[config.mk]
export PLATFORM = sky130hd
export DESIGN_NAME = cepc_ctrl
export DESIGN_NICKNAME = d
export VERILOG_FILES = /design/src/sv/cepc_pkg.sv /design/src/sv/cepc_ctrl.sv
export VERILOG_INCLUDE_DIRS = /design/src /design/src/sv
export SDC_FILE = /design/constraint.sdc
export NUM_CORES = 1
export LEC_CHECK = 0
export BUFFER_PORTS_ARGS = -buffer_cell sky130_fd_sc_hd__buf_2
export CAP_MARGIN = 20
export CELL_PAD_IN_SITES_DETAIL_PLACEMENT = 1
export CELL_PAD_IN_SITES_GLOBAL_PLACEMENT = 2
export CORE_MARGIN = 5
export CORE_UTILIZATION = 21
export DETAILED_ROUTE_END_ITERATION = 6
export HOLD_SLACK_MARGIN = 0.15
export PLACE_DENSITY = 0.7
export SETUP_SLACK_MARGIN = 0.4
export SLEW_MARGIN = 20
export SYNTH_ARGS = -nofsm -noshare
export SYNTH_HDL_FRONTEND = slang
export SYNTH_SLANG_ARGS = --single-unit
[constraint.sdc]
create_clock -name clk -period 1.9 [get_ports clk]
set_input_delay 0.095 -clock clk [delete_from_list [all_inputs] [get_ports clk]]
set_output_delay 0.095 -clock clk [all_outputs]
set_load 0.01 [all_outputs]
[src/sv/call_event_profile_counters_core_macros.svh]
// assertion macros for the profiling counter block
// used by the controller; needs only a clock and an active-low reset
`ifndef CALL_EVENT_PROFILE_COUNTERS_CORE_MACROS_SVH
`define CALL_EVENT_PROFILE_COUNTERS_CORE_MACROS_SVH

// same-cycle implication, off while reset is asserted
`define CEPC_ASSERT_NOW(label, clk, rst_n, ante, cons, msg) \
  label: assert property (@(posedge clk) disable iff (!rst_n) (ante) |-> (cons)) \
    else $error(msg);

// next-cycle implication, off while reset is asserted
`define CEPC_ASSERT_NEXT(label, clk, rst_n, ante, cons, msg) \
  label: assert property (@(posedge clk) disable iff (!rst_n) (ante) |=> (cons)) \
    else $error(msg);

`endif

[src/sv/cepc_pkg.sv]
// shared constants, command codes and control structs of the profiling counters
// no dependencies
package cepc_pkg;

  // default sizes
  localparam int NUM_FDS_DEF   = 64;
  localparam int NUM_REQS_DEF  = 16;
  localparam int NUM_KINDS_DEF = 8;

  // counter word width
  localparam int CNT_W = 32;

  // item commands
  localparam logic [2:0] CMD_RECORD     = 3'd0;
  localparam logic [2:0] CMD_READ_TOTAL = 3'd1;
  localparam logic [2:0] CMD_READ_CELL  = 3'd2;
  localparam logic [2:0] CMD_READ_ENTRY = 3'd3;
  localparam logic [2:0] CMD_CLEAR      = 3'd4;

  // call kind that also goes to the request table
  localparam logic [2:0] KIND_IOCTL = 3'd7;

  // controller to datapath
  typedef struct packed {
    logic capture;   // take the input beat, start the cell read
    logic update;    // apply a record
    logic load_out;  // load the result register
    logic clear;     // zero totals and request counts and times
    logic sweep_we;  // write one zero word of the cell memory
  } cepc_cmd_t;

  // datapath to controller
  typedef struct packed {
    logic [2:0] command;
    logic       sweep_last;
  } cepc_sts_t;

endpackage

[src/sv/cepc_ctrl.sv]
// controller: sequences capture, update, result load and memory clearing sweep
// depends on cepc_pkg and the assertion macro header
`include "call_event_profile_counters_core_macros.svh"

module cepc_ctrl
  import cepc_pkg::*;
(
  input  logic      clk,
  input  logic      rst_n,
  input  logic      in_valid,
  output logic      in_ready,
  output logic      out_valid,
  input  logic      out_ready,
  output cepc_cmd_t cmd,
  input  cepc_sts_t sts
);

  typedef enum logic [1:0] {ST_SWEEP, ST_IDLE, ST_EXEC} state_t;

  state_t state_r, state_nxt;
  logic   out_valid_r, out_valid_nxt;
  logic   in_fire;
  logic   out_free;
  logic   is_read;

  assign in_ready  = (state_r == ST_IDLE);
  assign in_fire   = in_valid && in_ready;
  assign out_free  = !out_valid_r || out_ready;
  assign out_valid = out_valid_r;

  // command decode of the captured item
  always_comb begin
    case (sts.command) inside
      CMD_READ_TOTAL, CMD_READ_CELL, CMD_READ_ENTRY: is_read = 1'b1;
      default:                                       is_read = 1'b0;
    endcase
  end

  // datapath commands
  always_comb begin
    cmd.capture  = in_fire;
    cmd.update   = (state_r == ST_EXEC) && (sts.command == CMD_RECORD);
    cmd.load_out = (state_r == ST_EXEC) && is_read && out_free;
    cmd.clear    = (state_r == ST_EXEC) && (sts.command == CMD_CLEAR);
    cmd.sweep_we = (state_r == ST_SWEEP);
  end

  // next state and result valid
  always_comb begin
    state_nxt = state_r;
    case (state_r)
      ST_SWEEP: begin
        if (sts.sweep_last) state_nxt = ST_IDLE;
      end
      ST_IDLE: begin
        if (in_fire) state_nxt = ST_EXEC;
      end
      ST_EXEC: begin
        if (is_read && !out_free) state_nxt = ST_EXEC;
        else if (sts.command == CMD_CLEAR) state_nxt = ST_SWEEP;
        else state_nxt = ST_IDLE;
      end
      default: state_nxt = ST_IDLE;
    endcase

    if (cmd.load_out) out_valid_nxt = 1'b1;
    else if (out_ready) out_valid_nxt = 1'b0;
    else out_valid_nxt = out_valid_r;
  end

  // state and registered outputs
  always_ff @(posedge clk) begin
    if (!rst_n) begin
      state_r     <= ST_SWEEP;
      out_valid_r <= 1'b0;
    end else begin
      state_r     <= state_nxt;
      out_valid_r <= out_valid_nxt;
    end
  end

  // checks
  `CEPC_ASSERT_NEXT(a_fire_to_exec, clk, rst_n, in_fire, state_r == ST_EXEC, "accepted beat not executed")
  `CEPC_ASSERT_NOW(a_load_when_free, clk, rst_n, cmd.load_out, out_free, "result overwrites a waiting beat")
  `CEPC_ASSERT_NOW(a_no_accept_in_sweep, clk, rst_n, cmd.sweep_we, !in_ready, "beat accepted during clearing")
  `CEPC_ASSERT_NEXT(a_clear_sweeps, clk, rst_n, cmd.clear, state_r == ST_SWEEP, "clear without memory sweep")

endmodule

# == Word level (Yosys, flattened, before mapping) ==
# Index checks and enable logic that the tools add are counted.
# classes
eq_ne,8
n_mux,8
n_reduce_logical,14
# op_table
op,count
$eq A3 B2 Y1 const B,2
$logic_and A1 B1 Y1,6
$mux W2,3
$pmux W2 S3,1
$mux W1,4
$ne A2 B1 Y1 const B,2
$eq A3 B1 Y1 const B,1
$eq A3 B3 Y1 const B,1
$logic_not A3 Y1,1
$reduce_or A3 Y1,1
$eq A2 B1 Y1 const B,1
$eq A2 B2 Y1 const B,1
$logic_not A1 Y1,2
$logic_not A2 Y1,1
$reduce_and A2 Y1,1
$reduce_bool A2 Y1,1
$logic_or A1 B1 Y1,1
# totals
out_inout_bits,7
reg_bits,3
inputBits,8
word_cells,32

# == Logic depth before layout (Yosys ltp) ==
# Gate-level depths: netlist (run 1).
# logic_depth
word_depth,6
mapped_depth,5

# == Worst setup path before layout (run 1) ==
# OpenSTA, ideal clock, no wires.
# synth_path
path_type,register -> register
start,reg state_r[1]
end,reg state_r[0]
stages_incl_launch_ff,5
arrival_time_ps,1066
path_slack_ps,743
path_buffers,0
path_cell_list,dfxtp_1 inv_1 ha_1 or2_1 a311oi_1
# synth_via
elab_chain_cells,4
# synth_lines
element,line_no,rtl
"start, declared",cepc_ctrl.sv:20,"state_t state_r, state_nxt;"
"start signal, assigned",cepc_ctrl.sv:77,state_r <= state_nxt;
$eq A2 B1 Y1 *,cepc_ctrl.sv:26,assign in_ready = (state_r == ST_IDLE);
named net in_ready,cepc_ctrl.sv:11,"output logic in_ready,"
$logic_and A1 B1 Y1,cepc_ctrl.sv:27,assign in_fire = in_valid && in_ready;
$ne A2 B1 Y1 (no line),--,
$reduce_and A2 Y1 (no line),--,
# The timed path passes the listed nets; every way through them passes the cells marked *.
# A chain may end at the register's enable or synchronous reset.

==> results.json, run 1 <==
{
  "wirelength_um": 688,
  "post-route-period-util_pct": 69.18,
  "m1WireLength_um": 313,
  "synth_cells": 35,
  "p_sw_share_pct": 31.11,
  "setup_violations": 0,
  "worst_pin_slew_ns": 0.2638,
  "rows": 13,
  "p_total_uw": 275.7,
  "whs_ns": 0.2283,
  "syn_avg_cell_area_um2": 7.829,
  "mostFrequentLayoutCells": "14 x buf_2, 4 x inv_1",
  "mostFrequentLayoutCell": "buf_2",
  "period_minus_slack_ns": 1.314,
  "fill_cells": 163,
  "port_buffers": 14,
  "routedWlPerCell_um": 10.27,
  "leakagePower_nw": 0.1853,
  "ir_worst_vdd_uv": 179.7,
  "drtIter0Drc": 0,
  "clock.fmax_ghz": 0.7608,
  "max-cap-violations": 0,
  "cp.arrival_ns": 1.22,
  "combPwrFrac_pct": 32.0,
  "clk_path_buf_depth": 2,
  "outcome": "finished, final reports clean",
  "startpoint_type": "flop",
  "die-area_um2": 2127,
  "fp.dieH_um": 46.12,
  "end_kind": "output port",
  "grt_first_pass_wirelength_mm": 1.248,
  "drive_above_1_share_pct": 36.54,
  "cts_max_level": 1,
  "cts_root_buffer": "clkbuf_4",
  "antenna_found_initial": 0,
  "met3_length_um": 30,
  "place.gp.congestion": 0.6420,
  "crit_required_ns": 1.80,
  "die_x_um": 46.12,
  "cts.sinks": 3,
  "cts_buffers": 3,
  "drv_slew": 0,
  "rsz0062_at_grt": "no",
  "p_seq_share_pct": 26.9,
  "ys_ff_latch": 3,
  "antenna_left": 0,
  "hold_violations": 0,
  "holdCritStartpoint": "out_ready",
  "reg2reg_from": "state_r[1]",
  "clkPwrFrac_pct": 41.1,
  "grt_pass1_vias": 349,
  "synth_warnings": 0,
  "hp-class": "in -> reg",
  "crit_path_max_fanout": 5,
  "via_per_inst": 4.493,
  "highest_layer": "met3",
  "io_pins": 15,
  "dpl.cell_count": 62,
  "clock_latency_ns": 0.24,
  "ys_seq_area_share_pct": 21.92,
  "switchingPower_uw": 85.79,
  "via_count": 301,
  "cp-startpoint": "state_r[0]",
  "finalSetupTns_ns": 0,
  "fin_skew_ns": 0.007858,
  "grt_overflow": 0,
  "power.internal_uw": 189.9,
  "power.density_nw_per_um2": 713.2,
  "relSlewSlack_pct": 82.13,
  "cts_tree": "built",
  "nets": 64,
  "dr_wl_met2_um": 344,
  "initial_core_util_pct": 21.60,
  "path_clk_slew_ns": 0.04,
  "globalRouteTotalUtil_pct": 8.082,
  "n_antenna_cell": 0,
  "finalNonFillerCells": 67,
  "critical_path_class": "reg -> out",
  "syn_nets": 46,
  "yosysUniqueCellTypes": 20,
  "grt_max_degree": 6,
  "drc_errors": 0,
  "area_growth_pct": 41.10,
  "hpwl_um": 586.6,
  "coreArea_um2": 1269,
  "first_pass_iters": 1,
  "netlist_area_um2": 274.0
}
[worst max-delay path, stage by stage, from the launching register on]
cell and delay, ns:
dfxtp_1 0.32, inv_1 0.09, ha_2 0.23, nand2b_1 0.08, nor3_1 0.13, buf_2 0.15
[through the flow]
stage	worst slack, ns	utilization (%)	area (um^2)
final	0.5857	30.47	386.6
after global placement	0.6018	27.42	347.8
after floorplan	0.7429	-	274.0
after CTS	0.5063	30.28	384.1
after detailed placement	0.6145	27.42	347.8
after global routing	0.4285	30.47	386.6
[state kept, by name (all words and copies together), names as in the netlist]
name and count:
state_r 2, out_valid 1
[cell usage after synthesis]
master    count  area (um^2)
and3_2        1        7.510
ha_1          3        37.54
o311ai_1      1        8.760
or2_1         2        12.51
nand4_1       1        6.260
o32ai_1       1        8.760
nor2_1        3        11.26
nand2b_1      3        18.77
nor2b_1       1        6.260
inv_1         4        15.01
dfxtp_1       3        60.06
nor3_1        1        5.000
o21bai_1      1        7.510
and2b_1       1        7.510
a31oi_1       1        6.260
a21oi_1       2        10.01
buf_4         2        15.01
or3b_1        1        8.760
a311oi_1      1        8.760
and2_1        2        12.51
[logic make-up after synthesis]
logic type,share of synthesized area [%]
AO/OA/AOI/OAI,18.27
adder cells (fa/ha/maj),13.70
buffers and inverters,10.96
flip-flops,21.92
AND/OR/NAND/NOR,35.16
[layer usage]
layer  up-vias  global-route usage [%]
li1        154                       -
met1       138                   9.745
met2         9                   13.19
met3         0                       0
met4         0                   6.818
met5         -                       0
[path summary, 6_finish.rpt]
kind,endpoint,slack (ns),cells after the start
worst min register to register,state_r[0],0.54,2
worst min-delay path,out_valid,0.23,4
worst max-delay path,cmd[2],0.59,5
worst max register to register,state_r[0],0.68,4
[cell type report]
class	count	area, um^2	area share (%)
flip-flops and latches	3	60.06	15.53
inverters	4	15.01	3.883
repair buffers	15	80.08	20.71
clock buffers	4	26.28	6.796
multi-input cells	26	186.4	48.22
well taps	15	18.77	4.854
[power by group through the flow]
stage / Sequential (mW) / Combinational (mW) / Clock (mW)
6_report: 0.0742 / 0.0882 / 0.113
5_1_grt: 0.0757 / 0.102 / 0.121
4_1_cts: 0.0746 / 0.0902 / 0.119
3_5_place_dp: 0.0757 / 0.0880 / 0
2_1_floorplan: 0.0742 / 0.0618 / 0
3_3_place_gp: 0.0757 / 0.0891 / 0
[what timing repair did]
item                       in CTS  in global routing
buffers inserted                0                  0
gates resized for setup         0                  1
setup endpoints to repair       0                  1
hold buffers                    1                  0
hold endpoints to repair        1                  0
(Power assumes the default switching activity.)
==> inputs of run 2 (changes only) <==
Settings changed: CORE_UTILIZATION 21 to 18, PLACE_DENSITY 0.7 to 0.64.
Clock period 1.9 ns to 1.14 ns, I/O delays scaled along.
==> run 2 against run 1 <==
Compared with the run above:
- clock skew is 0.0023 ns lower
- sequential power rose by 74%
- die area up 13%
- largest power group is now combinational cells
- final cell count is 10% higher
- critical endpoint unchanged
- flip-flop and latch count did not move
- core utilization is 8.2 points higher
- the flow now finishes with violations (negative setup slack)
==> results.json, run 2 (synthesis results as in run 1) <==
{
  "violations": "negative setup slack",
  "setup_violations": 7,
  "die_x_um": 49.02,
  "clock_latency_ns": 0.24,
  "use_met2_pct": 14.57,
  "end_kind": "output port",
  "initial_core_util_pct": 18.62,
  "cts_max_level": 1,
  "crit_path_end": "cmd[2]",
  "port_buffers": 14,
  "antenna_left": 0,
  "crit_path_max_fanout": 2,
  "wirelength_um": 947,
  "hold_violations": 0,
  "ir_worst_vdd_uv": 450.1,
  "p_total_uw": 651.5,
  "rsz0062_at_grt": "yes",
  "crit_slowest_cell": "dfxtp_2",
  "path_clk_slew_ns": 0.04,
  "relSlewSlack_pct": 71.52,
  "nets": 70,
  "p_seq_share_pct": 19.8,
  "area_growth_pct": 107.8,
  "fin_ws_ns": -0.1354,
  "met1_usage_pct": 9.506,
  "first_pass_iters": 2,
  "via_count": 329,
  "grt_pass1_vias": 378,
  "cts_buffers": 3,
  "grt_max_degree": 6,
  "antenna_found_initial": 0,
  "reg2reg_depth": 6,
  "hpwl_um": 700.8,
  "power.density_nw_per_um2": 1144,
  "io_pins": 15,
  "fin_skew_ns": 0.005513,
  "switchingPower_uw": 205.6,
  "period_minus_slack_ns": 1.275,
  "grt_first_pass_wirelength_mm": 1.587,
  "cp-startpoint": "state_r[0]",
  "cts_tree": "built",
  "coreArea_um2": 1471,
  "worst_pin_slew_ns": 0.4205,
  "mostFrequentLayoutCells": "9 x buf_2, 9 x buf_6",
  "worst_r2r_endpoint": "state_r[1]",
  "crit_required_ns": 1.08,
  "whs_ns": 0.1343,
  "n_antenna_cell": 0,
  "gr-usage-met3_pct": 3.364,
  "grt.busiest_layer": "met2",
  "startpoint_type": "flop",
  "hp-class": "in -> reg",
  "drtIter0Drc": 1,
  "cts_root_buffer": "clkbuf_4",
  "power.internal_uw": 445.9,
  "leakagePower_nw": 0.2578,
  "critical_path_class": "reg -> out",
  "place.gp.congestion": 0.7394,
  "top_register": "state_r",
  "routedWlPerCell_um": 12.80,
  "post-route-period-util_pct": 111.9,
  "grt_overflow": 0,
  "place_ws_ns": -0.06096,
  "combPwrFrac_pct": 50.7,
  "globalRouteTotalUtil_pct": 8.693,
  "finalNonFillerCells": 74,
  "crit_chain": "inv_2 -> ha_4 -> buf_6 -> nand2b_4 -> nor3_2 -> buf_2",
  "drive_above_1_share_pct": 72.41,
  "reg2reg_from": "state_r[0]",
  "slowest_delay_ns": 0.33,
  "drc_errors": 0,
  "fp.dieH_um": 49.02,
  "die-area_um2": 2402,
  "outcome": "complete, but fails checks",
  "via_per_inst": 4.446,
  "clock.fmax_ghz": 0.7841,
  "clkPwrFrac_pct": 29.5,
  "largest_reg_flops": 2,
  "cts.sinks": 3,
  "drv_slew": 0,
  "p_sw_share_pct": 31.56,
  "clk_path_buf_depth": 2,
  "dpl.cell_count": 66,
  "max-cap-violations": 0,
  "reg2reg_slack_ns": -0.12,
  "rows": 14,
  "cp.arrival_ns": 1.22
}
[run 2: cell type report]
class | count | area (um^2)
Sequential cell | 3 | 66.31
Inverter | 4 | 17.52
Multi-Input combinational cell | 26 | 270.3
Timing Repair Buffer | 21 | 168.9
Tap cell | 16 | 20.02
Clock buffer | 4 | 26.28
Fill cell | 181 | 902.1
[run 2: worst min-delay path by stage]
stage | start | to | slack [ns] | depth (start not counted)
floorplan | rst_n | state_r[0] | 0.21 | 2
global placement | rst_n | out_valid | 0.36 | 3
detailed placement | rst_n | out_valid | 0.37 | 3
CTS | rst_n | state_r[1] | 0.13 | 3
global route | rst_n | state_r[1] | 0.12 | 3
finish | rst_n | state_r[1] | 0.13 | 3
[run 2: through the flow]
| step | setup TNS [ns] | instance area, um^2 | utilization [%] |
|---|---|---|---|
| after floorplan | 0 | 340.3 | - |
| after global placement | -0.02103 | 437.9 | 29.76 |
| after detailed placement | -0.07014 | 437.9 | 29.76 |
| after CTS | -0.6718 | 545.5 | 37.07 |
| after global routing | -1.004 | 569.3 | 38.69 |
| final | -0.6667 | 569.3 | 38.69 |
[run 2: routing by layer]
metal | part of all wire [%] | routed length, um
met1 | 42 | 395
met2 | 53 | 506
met3 | 4.6 | 44
met4 | 0 | 0
met5 | 0 | 0
[run 2: power by group through the flow]
stage	Clock, mW	Sequential, mW	Combinational [mW]
after floorplan	0	0.132	0.159
after global placement	0	0.134	0.224
after detailed placement	0	0.134	0.226
after CTS	0.203	0.127	0.308
after global routing	0.217	0.129	0.359
final	0.192	0.129	0.331
[run 2: what timing repair did]
action                                 in CTS  in global routing
buffers inserted                            3                  1
endpoints found under the hold margin       3                  2
setup endpoints to repair                  10                 10
resized for setup                          12                  4
pin swaps                                   4                  3
[run 2: worst max-delay path: cells and delay by family (launching register included)]
kind / cells / cell delay (ns)
buffers and inverters: 3 / 0.34
flip-flops: 1 / 0.33
AND/OR/NAND/NOR: 2 / 0.17
adder cells (fa/ha/maj): 1 / 0.15
==> inputs of run 3 (changes only) <==
Settings changed: MAX_ROUTING_LAYER from default to met4, SETUP_SLACK_MARGIN 0.4 to 0.5.
==> run 3 against run 2 <==
Compared with the run above:
- the flow still finishes with violations (negative setup slack)
- critical path depth stayed put
- register-to-register slack about the same
- worst hold slack did not move
- critical endpoint unchanged
- first-iteration DRC count did not move
- wire length unchanged
- sequential share of layout area did not move
- via count unchanged
- largest power group unchanged
- final cell count unchanged
==> results.json, run 3 (synthesis results as in run 1) <==
{
  "fin_ws_ns": -0.1354,
  "fin_skew_ns": 0.005513,
  "crit_chain": "inv_2 -> ha_4 -> buf_6 -> nand2b_4 -> nor3_2 -> buf_2",
  "hp-class": "in -> reg",
  "drive_above_1_share_pct": 72.41,
  "io_pins": 15,
  "holdCritStartpoint": "rst_n",
  "port_buffers": 14,
  "cts_max_level": 1,
  "clock.fmax_ghz": 0.7841,
  "rows": 14,
  "area_growth_pct": 107.8,
  "die_x_um": 49.02,
  "register_area_um2": 66.31,
  "grt_pass1_vias": 378,
  "end_kind": "output port",
  "nets": 70,
  "multiInputGateArea_um2": 270.3,
  "first_pass_iters": 2,
  "drc_errors": 0,
  "cp-startpoint": "state_r[0]",
  "hold_violations": 0,
  "rsz0062_at_grt": "yes",
  "grt_overflow": 0,
  "p_total_uw": 651.5,
  "largest_reg_flops": 2,
  "die-area_um2": 2402,
  "crit_path_max_fanout": 2,
  "cts.sinks": 3,
  "max-cap-violations": 0,
  "cp.arrival_ns": 1.22,
  "drv_slew": 0,
  "clock_latency_ns": 0.24,
  "via_count": 329,
  "slowest_delay_ns": 0.33,
  "globalRouteTotalUtil_pct": 8.927,
  "violations": "negative setup slack",
  "n_antenna_cell": 0,
  "coreArea_um2": 1471,
  "grt_first_pass_wirelength_mm": 1.587,
  "wirelength_um": 947,
  "ir_worst_vdd_uv": 450.1,
  "top_register": "state_r",
  "cts_tree": "built",
  "path_delay_family": "buffers and inverters",
  "drtIter0Drc": 1,
  "setup_violations": 7,
  "leakagePower_nw": 0.2578,
  "outcome": "complete, but fails checks",
  "period_minus_slack_ns": 1.275,
  "antenna_left": 0,
  "path_clk_slew_ns": 0.04,
  "relSlewSlack_pct": 71.52,
  "clk_path_buf_depth": 2,
  "fp.dieH_um": 49.02,
  "finalSetupTns_ns": -0.6667,
  "startpoint_type": "flop",
  "grt_max_degree": 6,
  "reg2reg_from": "state_r[0]",
  "mostFrequentLayoutCells": "9 x buf_2, 9 x buf_6",
  "power.density_nw_per_um2": 1144,
  "post-route-period-util_pct": 111.9,
  "initial_core_util_pct": 18.62,
  "worst_pin_slew_ns": 0.4205,
  "routedWlPerCell_um": 12.80,
  "place.gp.congestion": 0.7486,
  "crit_required_ns": 1.08,
  "cts_root_buffer": "clkbuf_4",
  "cp.buffers_inverters": 3,
  "antenna_found_initial": 0,
  "crit_slowest_cell": "dfxtp_2",
  "final_util_pct": 38.69,
  "fill_cells": 181,
  "hpwl_um": 700.8,
  "cts_buffers": 3,
  "via_per_inst": 4.446,
  "critical_path_class": "reg -> out"
}
==> run 3: cell counts in the layout (fill, tap and decap cells not counted) <==
No cell type changed its count.
==> run 3: worst min-delay path: cells and delay by family <==
family | cells | cell delay [ns]
buffers and inverters | 1 | 0.11
AO/OA/AOI/OAI | 1 | 0.08
AND/OR/NAND/NOR | 1 | 0.08
==> run 3: per-stage QoR <==
stage | area (um^2) | hold slack, ns | cells | worst slack (ns)
4_1_cts | 545.5 | 0.1262 | 73 | -0.1603
6_report | 569.3 | 0.1343 | 74 | -0.1354
3_5_place_dp | 437.9 | 0.3683 | 66 | -0.06096
2_1_floorplan | 340.3 | 0.2051 | 35 | 0.05657
3_3_place_gp | 437.9 | 0.3631 | 66 | -0.02103
5_1_grt | 569.3 | 0.1240 | 74 | -0.1945
==> run 3: timing repair <==
| action | CTS | global route |
|---|---|---|
| setup buffers | 3 | 1 |
| endpoints found under the hold margin | 3 | 2 |
| gates resized for setup | 12 | 4 |
| setup endpoints to repair | 10 | 10 |
| pin swaps | 4 | 3 |
==> run 3: power by group <==
group          internal [mW]  switching (mW)
sequential             0.117          0.0116
clock                  0.132          0.0606
combinational          0.197           0.133
total                  0.446           0.206
==> run 3: final timing paths <==
kind	cells past startpoint	slack (ns)	to
max	6	-0.14	cmd[2]
max reg2reg	6	-0.12	state_r[1]
min reg2reg	3	0.65	state_r[1]
min	3	0.13	state_r[1]
==> run 3: routing by layer <==
metal	global-route usage (%)	up-vias	part of all wire (%)
met3	3.364	0	4.6
met2	14.57	11	53
met1	9.506	152	42
met5	-	-	0
li1	-	166	-
met4	4.036	0	0
==> run 3: final cells by class <==
class / count / share of cell area [%]
inverters: 4 / 3.077
multi-input cells: 26 / 47.47
repair buffers: 21 / 29.67
well taps: 16 / 3.516
flip-flops and latches: 3 / 11.65
clock buffers: 4 / 4.615
